[src/hdl/fdpp_pkg.sv]
// Shared types, constants and helpers for the four-D point projector.
// No dependencies; the xform, divider, screen and top-level files import this package.
package fdpp_pkg;

  localparam int CoefW      = 32;
  localparam int VecLen     = 4;
  localparam int StoreDepth = 40;
  localparam int ROT4_BASE  = 0;
  localparam int ROT3_BASE  = 16;
  localparam int CAM4_BASE  = 32;
  localparam int CAM3_BASE  = 36;

  // divider geometry: numerator is a Q16.16 lane times at most 2^17
  localparam int NumW  = 50;
  localparam int MagW  = 49;
  localparam int QuotW = 32;

  localparam logic [11:0]        HalfWidthRst  = 12'd1250;
  localparam logic [11:0]        HalfHeightRst = 12'd600;
  localparam logic signed [15:0] AspectRst     = -16'sd7282;

  typedef enum logic {
    OP_LOAD  = 1'b0,
    OP_POINT = 1'b1
  } op_t;

  typedef enum logic [1:0] {
    REG_HALF_WIDTH  = 2'd0,
    REG_HALF_HEIGHT = 2'd1,
    REG_ASPECT      = 2'd2
  } reg_idx_t;

  typedef logic signed [CoefW-1:0] q16_t;
  typedef logic signed [NumW-1:0]  num_t;

  // sideband that travels with every item
  typedef struct packed {
    logic        point;  // point item
    logic        live;   // point not culled so far
    logic        load;   // in-range coefficient load
    logic [5:0]  idx;
    logic [31:0] val;
  } tag_t;

  localparam logic signed [65:0] SatMax = 66'sd2147483647;
  localparam logic signed [65:0] SatMin = -SatMax - 66'sd1;

  function automatic q16_t sat32(input logic signed [65:0] v);
    if (v > SatMax) begin
      return 32'sh7fffffff;
    end else if (v < SatMin) begin
      return 32'sh80000000;
    end
    return v[31:0];
  endfunction

  // a * 2 * 65536
  function automatic num_t scale_w(input q16_t a);
    return {{(NumW-CoefW-17){a[CoefW-1]}}, a, 17'b0};
  endfunction

  // a * 3 * 32768
  function automatic num_t scale_z(input q16_t a);
    num_t ext;
    ext = NumW'(a);
    return (ext <<< 16) + (ext <<< 15);
  endfunction

endpackage

[src/hdl/fdpp_screen.sv]
// Pixel mapping: scale by half width/height and aspect, add screen center.
// Three register stages, last one is the result register; depends on fdpp_pkg.
module fdpp_screen (
  input  logic                clk,
  input  logic                rst,
  input  logic                en,
  input  logic                in_vld,
  input  logic                in_live,
  input  fdpp_pkg::q16_t      in_px,
  input  fdpp_pkg::q16_t      in_py,
  input  fdpp_pkg::q16_t      in_depth,
  input  logic [11:0]         half_width,
  input  logic [11:0]         half_height,
  input  logic signed [15:0]  aspect_ratio,
  output logic                out_vld,
  output logic                out_visible,
  output fdpp_pkg::q16_t      out_x,
  output fdpp_pkg::q16_t      out_y,
  output fdpp_pkg::q16_t      out_depth
);
  import fdpp_pkg::*;

  logic a_vld, b_vld;
  logic a_live, b_live;
  q16_t a_depth, b_depth;
  logic signed [44:0] a_mx, a_my;
  q16_t b_sx;
  logic signed [60:0] b_ty;

  always_ff @(posedge clk) begin
    if (rst) begin
      a_vld   <= 1'b0;
      b_vld   <= 1'b0;
      out_vld <= 1'b0;
    end else if (en) begin
      a_vld   <= in_vld;
      b_vld   <= a_vld;
      out_vld <= b_vld;
    end
  end

  always_ff @(posedge clk) begin
    if (en) begin
      a_live  <= in_live;
      a_depth <= in_depth;
      a_mx    <= 45'(in_px) * 45'($signed({1'b0, half_width}));
      a_my    <= 45'(in_py) * 45'($signed({1'b0, half_height}));

      b_live  <= a_live;
      b_depth <= a_depth;
      b_sx    <= sat32(66'(a_mx) + 66'($signed({1'b0, half_width, 16'b0})));
      b_ty    <= 61'(a_my) * 61'(aspect_ratio);

      out_visible <= b_live;
      out_x       <= b_live ? b_sx : '0;
      out_y       <= b_live ? sat32(66'(b_ty >>> 12) +
                                    66'($signed({1'b0, half_height, 16'b0}))) : '0;
      out_depth   <= b_live ? b_depth : '0;
    end
  end

endmodule

[config.mk]
export PLATFORM = sky130hd
export DESIGN_NAME = fdpp_screen
export DESIGN_NICKNAME = d
export VERILOG_FILES = /design/src/hdl/fdpp_pkg.sv /design/src/hdl/fdpp_screen.sv
export SDC_FILE = /design/constraint.sdc
export NUM_CORES = 2
export LEC_CHECK = 0
export BUFFER_PORTS_ARGS = -buffer_cell sky130_fd_sc_hd__buf_2
export CAP_MARGIN = 30
export CORE_ASPECT_RATIO = 1.5
export CORE_MARGIN = 3
export CORE_UTILIZATION = 28
export CTS_CLUSTER_DIAMETER = 150
export DETAILED_ROUTE_END_ITERATION = 8
export PLACE_DENSITY = 0.54
export SETUP_SLACK_MARGIN = 0.15
export SLEW_MARGIN = 20
export SYNTH_ARGS = -nofsm -noshare
export SYNTH_HDL_FRONTEND = slang
export SYNTH_SLANG_ARGS = --single-unit
[constraint.sdc]
create_clock -name clk -period 7.4 [get_ports clk]
set_clock_uncertainty 0.1 [all_clocks]
set_input_delay 1.11 -clock clk [delete_from_list [all_inputs] [get_ports clk]]
set_output_delay 1.11 -clock clk [all_outputs]
set_load 0.03 [all_outputs]
== Yosys cells after proc, flatten, opt, wreduce, memory -nomap -nowiden ==
Cells that the tools add are included.

* Add/subtract/negate cells: 2
* Magnitude comparators: 4
* Multipliers: 3
* Multiplexer cells: 12

{| class="wikitable"
|+ Operators with widths
! cell !! count
|-
| 2-to-1 mux 32 bit || 6
|-
| multiplier 32 x 13 -> 45 bit || 2
|-
| multiplier 45 x 16 -> 61 bit || 1
|-
| adder 49 x 29 -> 50 bit || 1
|-
| > comparator 50 x 32 -> 1 bit (second input constant) || 1
|-
| less-than comparator 50 x 32 -> 1 bit (second input constant) || 1
|-
| adder 45 x 29 -> 46 bit || 1
|-
| > comparator 46 x 32 -> 1 bit (second input constant) || 1
|-
| less-than comparator 46 x 32 -> 1 bit (second input constant) || 1
|-
| 2-to-1 mux 1 bit || 6
|}

* Input port bits: 141
* Output and inout port bits: 98
* Bits in registers: 349

== Logic depth before layout (Yosys ltp) ==
* Word-level depth: 6
* Depth in mapped cells: 26
* Mapped depth without buffers: 23

== Worst setup path before layout ==
No wires, ideal clock.

* Path type: input -> register
* Start point: input aspect_ratio[2]
* End point: register b_ty[60] (data pin)
* Stages on the path: 22
* Setup time: 260 ps
* Slack: -130 ps
* Data required time: 7040 ps
* Data arrival time: 7171 ps
* Cell sequence: clkbuf_1 -> clkbuf_1 -> nand2_1 -> inv_1 -> fa_1 -> fa_1 -> fa_1 -> inv_1 -> fa_1 -> fa_1 -> fa_1 -> inv_1 -> ha_1 -> a21o_1 -> a21o_1 -> a221oi_1 -> o21ai_0 -> or3_1 -> o21ai_2 -> o2111ai_2 -> a21oi_2 -> xnor2_1

* Word-level cells in the longest chain between the ends: 1

{| class="wikitable"
|+ RTL lines
! item !! line !! text
|-
| start: declaration || fdpp_screen.sv:14 || <nowiki>input logic signed [15:0] aspect_ratio,</nowiki>
|-
| multiplier 45 x 16 -> 61 bit || fdpp_screen.sv:52 || <nowiki>b_ty <= 61'(a_my) * 61'(aspect_ratio);</nowiki>
|-
| end signal: assignment || fdpp_screen.sv:52 ||
|-
| end: declaration || fdpp_screen.sv:28 || <nowiki>logic signed [60:0] b_ty;</nowiki>
|}

Every way passes these cells.
A chain may end at the register's enable or synchronous reset.

== Worst setup path after layout ==
* Start point: input aspect_ratio[12]
* End point: register b_ty[35] (data pin)

Same word-level chain as after synthesis.

==> metrics.yaml <==
min_to: "b_depth[0]"
pre_cts_slack_ns: -0.484
grt_setup_unrepaired: "true"
timing_worst_slew_pin_value_ns: 1.27
ios: 239
cts.path.max_buffers: 3
cts_hold_buf: 0
postLayoutCellArea_um2: 71900
first_global_vias: 52100
die_width_um: 393
total_number_of_placement_rows: 212
finalHoldViolCount: 0
cp_data_arrival_time_ns: 7.46
netlist_area_before_placement_um2: 62900
r2r-end: "b_ty[38]"
overflow: 0
wl_met1_um: 64300
routedWlPerCell_um: 18.2
worst_slew_margin_relative_to_its_limit_pct: 15.7
synthDistinctLibCells: 98
final.setup.worst_slack_ns: 0.312
finalSetupViolations: 0
layout-drive-gt1-share_pct: 11.5
top_area_cell_type_share_of_the_netlist_area_pct: 42.8
asyncSetResetFlopFracSynth_pct: 0
endpoint_kind: "flip-flop"
global_route_wire_length_before_repair_um: 286000
cts_htree_levels: 2
drt-initial-drc-count: 2038
globalRouteTotalUtil_pct: 15.9
ys_warn_count: 0
synth_edf_count: 334
synth-seq-area-share_pct: 16.0
worst_hold_path_type: "reg -> reg"
synth_top_cell_by_area: "sky130_fd_sc_hd__fa_1"
drt_drc: 0
via_count_normalized_by_instance_count: 4.58
mappedNetlistNets: 8293
area_delta_synth_final_pct: 14.2
routed-via-count: 44800
final.fill_count: 23100
synthesis.instances: 6448
fmaxAchievable_ghz: 0.141
number_of_pins_with_negative_max_slew_slack_in_the_final_report: 0
ys_ff_latch: 337
final_weighted_congestion_in_routability_driven_placement: 0.905
postRouteAntennaNets: 0
clockRootBuffer: "sky130_fd_sc_hd__clkbuf_16"
critical_path.reg2reg.startpoint: "a_my[21]"
path_max_fanout: 9
timing_worst_setup_path_type: "in -> reg"
met3_length_um: 7470
clock_sink_count: 337
grt_start_max_net_pins: 168
r2r_setup_slack_ns: 0.42
holdPathStages: 0
detail_route.first_pass.iterations: 7
clock_tree_from_tritoncts: "done"
die-height_um: 587
required_ns: 7.78
synth-main-ff-cell: "sky130_fd_sc_hd__edfxtp_1"
grt_antenna_before_repair: 29
routed_wirelength_um: 178000
final_nets: 8691
highest_layer: "met5"
cts-buffers-inserted: 43
timing.critical_path.from_type: "input pin"
layout_worst_path_cycle_share_pct: 95.8
period_minus_ws_final_ns: 7.09
floorplan_die_area_um2: 231000
hp-start: "a_depth[0]"
rr_worst_depth: 22
placed_cell_area_um2: 70200
initial_utilization_pct: 28.2
placement.io_buffers: 238
clkLatencyLatePin_ns: 0.64
fp.coreArea_um2: 223000
syn_avg_cell_area_um2: 9.76
ys_top_cells_by_area: "sky130_fd_sc_hd__fa_1, sky130_fd_sc_hd__edfxtp_1, sky130_fd_sc_hd__inv_1"
cts.clk_slew.worst_paths_ns: 0.06
number_of_maximum_capacitance_violations: 0
dpl_hpwl_um: 148000
finalCoreUtilization_pct: 32.3
dr_wl_met2_um: 97500
status: "finished, final reports clean"
kinds of logic (layout without fill, tap and decap cells):
group / after synthesis / in the layout / synth area share [%]
simple gates: 1971 / 1971 / 15.4
buf+inv: 1758 / 2190 / 10.6
fa+ha+maj: 1704 / 1704 / 49.9
compound gates: 495 / 495 / 5.50
flops: 337 / 337 / 16.0
xor+xnor: 177 / 177 / 2.48
mux: 6 / 6 / 0.0975
other cells: 0 / 7 / 0
synth_stat cells, types with 19 or more instances:
| cell type | count |
|---|---|
| sky130_fd_sc_hd__a211oi_1 | 19 |
| sky130_fd_sc_hd__a21o_1 | 107 |
| sky130_fd_sc_hd__a21oi_1 | 135 |
| sky130_fd_sc_hd__and2_1 | 718 |
| sky130_fd_sc_hd__and3_1 | 19 |
| sky130_fd_sc_hd__clkbuf_1 | 281 |
| sky130_fd_sc_hd__edfxtp_1 | 334 |
| sky130_fd_sc_hd__fa_1 | 1345 |
| sky130_fd_sc_hd__ha_1 | 359 |
| sky130_fd_sc_hd__inv_1 | 1459 |
| sky130_fd_sc_hd__nand2_1 | 926 |
| sky130_fd_sc_hd__nand2b_1 | 21 |
| sky130_fd_sc_hd__nand3_1 | 39 |
| sky130_fd_sc_hd__nor2_1 | 140 |
| sky130_fd_sc_hd__nor3_1 | 30 |
| sky130_fd_sc_hd__o21a_1 | 21 |
| sky130_fd_sc_hd__o21ai_0 | 53 |
| sky130_fd_sc_hd__o21ai_1 | 27 |
| sky130_fd_sc_hd__xnor2_1 | 119 |
| sky130_fd_sc_hd__xor2_1 | 57 |
how the worst max path moves through the flow:
| stage | cells after the start | end | slack (ns) | startpoint |
|---|---|---|---|---|
| final | 27 | b_ty[35] | 0.31 | aspect_ratio[12] |
| after global routing | 25 | b_ty[60] | 0.12 | aspect_ratio[6] |
| after CTS | 24 | b_ty[35] | 0.15 | aspect_ratio[1] |
| after detailed placement | 27 | b_ty[60] | -0.48 | aspect_ratio[4] |
| after global placement | 27 | b_ty[60] | -0.48 | aspect_ratio[4] |
| after floorplan | 23 | b_ty[60] | 0.15 | aspect_ratio[12] |
registers in the layout (all words and copies together) (netlist names):
register     cells
out_vld          1
a_my            45
a_mx            45
a_live           1
b_vld            1
out_y           32
a_vld            1
b_sx            32
b_depth         32
a_depth         32
out_x           32
out_depth       32
out_visible      1
b_live           1
b_ty            49
per-stage QoR:
stage	hold slack, ns	std cells	setup TNS (ns)
after floorplan	0.300	6448	0
after global placement	0.301	9682	-9.82
after detailed placement	0.305	9682	-9.82
after CTS	0.315	9761	0
after global routing	0.314	9772	0
final	0.317	9776	0
critical path, cell delays in order:
cell and delay [ns]:
sky130_fd_sc_hd__buf_2 0.14, sky130_fd_sc_hd__buf_12 0.15, sky130_fd_sc_hd__buf_12 0.13, sky130_fd_sc_hd__buf_4 0.14, sky130_fd_sc_hd__and2_1 0.14, sky130_fd_sc_hd__fa_1 0.47, sky130_fd_sc_hd__inv_1 0.05, sky130_fd_sc_hd__fa_1 0.53
sky130_fd_sc_hd__inv_1 0.06, sky130_fd_sc_hd__fa_1 0.49, sky130_fd_sc_hd__fa_1 0.43, sky130_fd_sc_hd__fa_1 0.51, sky130_fd_sc_hd__fa_1 0.44, sky130_fd_sc_hd__ha_1 0.33, sky130_fd_sc_hd__a21oi_1 0.16, sky130_fd_sc_hd__o21ai_0 0.11
sky130_fd_sc_hd__buf_4 0.15, sky130_fd_sc_hd__a31oi_2 0.22, sky130_fd_sc_hd__o31ai_4 0.13, sky130_fd_sc_hd__o21ai_0 0.19, sky130_fd_sc_hd__buf_4 0.16, sky130_fd_sc_hd__o211ai_1 0.10, sky130_fd_sc_hd__buf_4 0.19, sky130_fd_sc_hd__a31oi_4 0.21
sky130_fd_sc_hd__o21ai_1 0.12, sky130_fd_sc_hd__xor2_1 0.39, sky130_fd_sc_hd__buf_4 0.19
cell usage in the layout (no fill, tap or decap), drive strengths merged, types with 5 or more instances in the layout:
cell type and n:
nand2 926, o21ai 84, ha 359, nor3 33, o31ai 11, nand3 41
xnor2 120, nor2 140, nand2b 21, or3 7, edfxtp 334, a31oi 20
nand4 19, o211ai 10, a21oi 141, fa 1345, inv 1463, and3 20
buf 649, o2111ai 5, mux2i 5, a2111oi 9, a21o 107, and4 5
xor2 57, and2 719, o41ai 5, a211oi 21, or2 8, o21bai 17
o21a 21, clkinv 17, nor2b 15, clkbuf 54, a31o 6, diode 7
cell type report:
class | instances | area (um2) | share of cell area, %
multi-input cells | 4353 | 46300 | 64.4
flip-flops and latches | 337 | 10100 | 14.0
inverters | 1459 | 5480 | 7.62
repair buffers | 652 | 4990 | 6.95
well taps | 2889 | 3610 | 5.03
clock buffers | 51 | 1110 | 1.54
clock inverters | 28 | 275 | 0.383
diodes | 7 | 17.5 | 0.0244
routing by layer:
metal,global-route usage [%],vias up
li1,-,20000
met1,17.2,23300
met2,30.7,1067
met3,2.10,416
met4,6.69,14
met5,0,-
timing repair:
action | CTS | global route
resized for setup | 0 | 30
setup endpoints to repair | 0 | 24
buffers inserted | 0 | 8
Power is not shown: default switching activity piles up to over one toggle a cycle in this logic, so the estimate is an artifact.
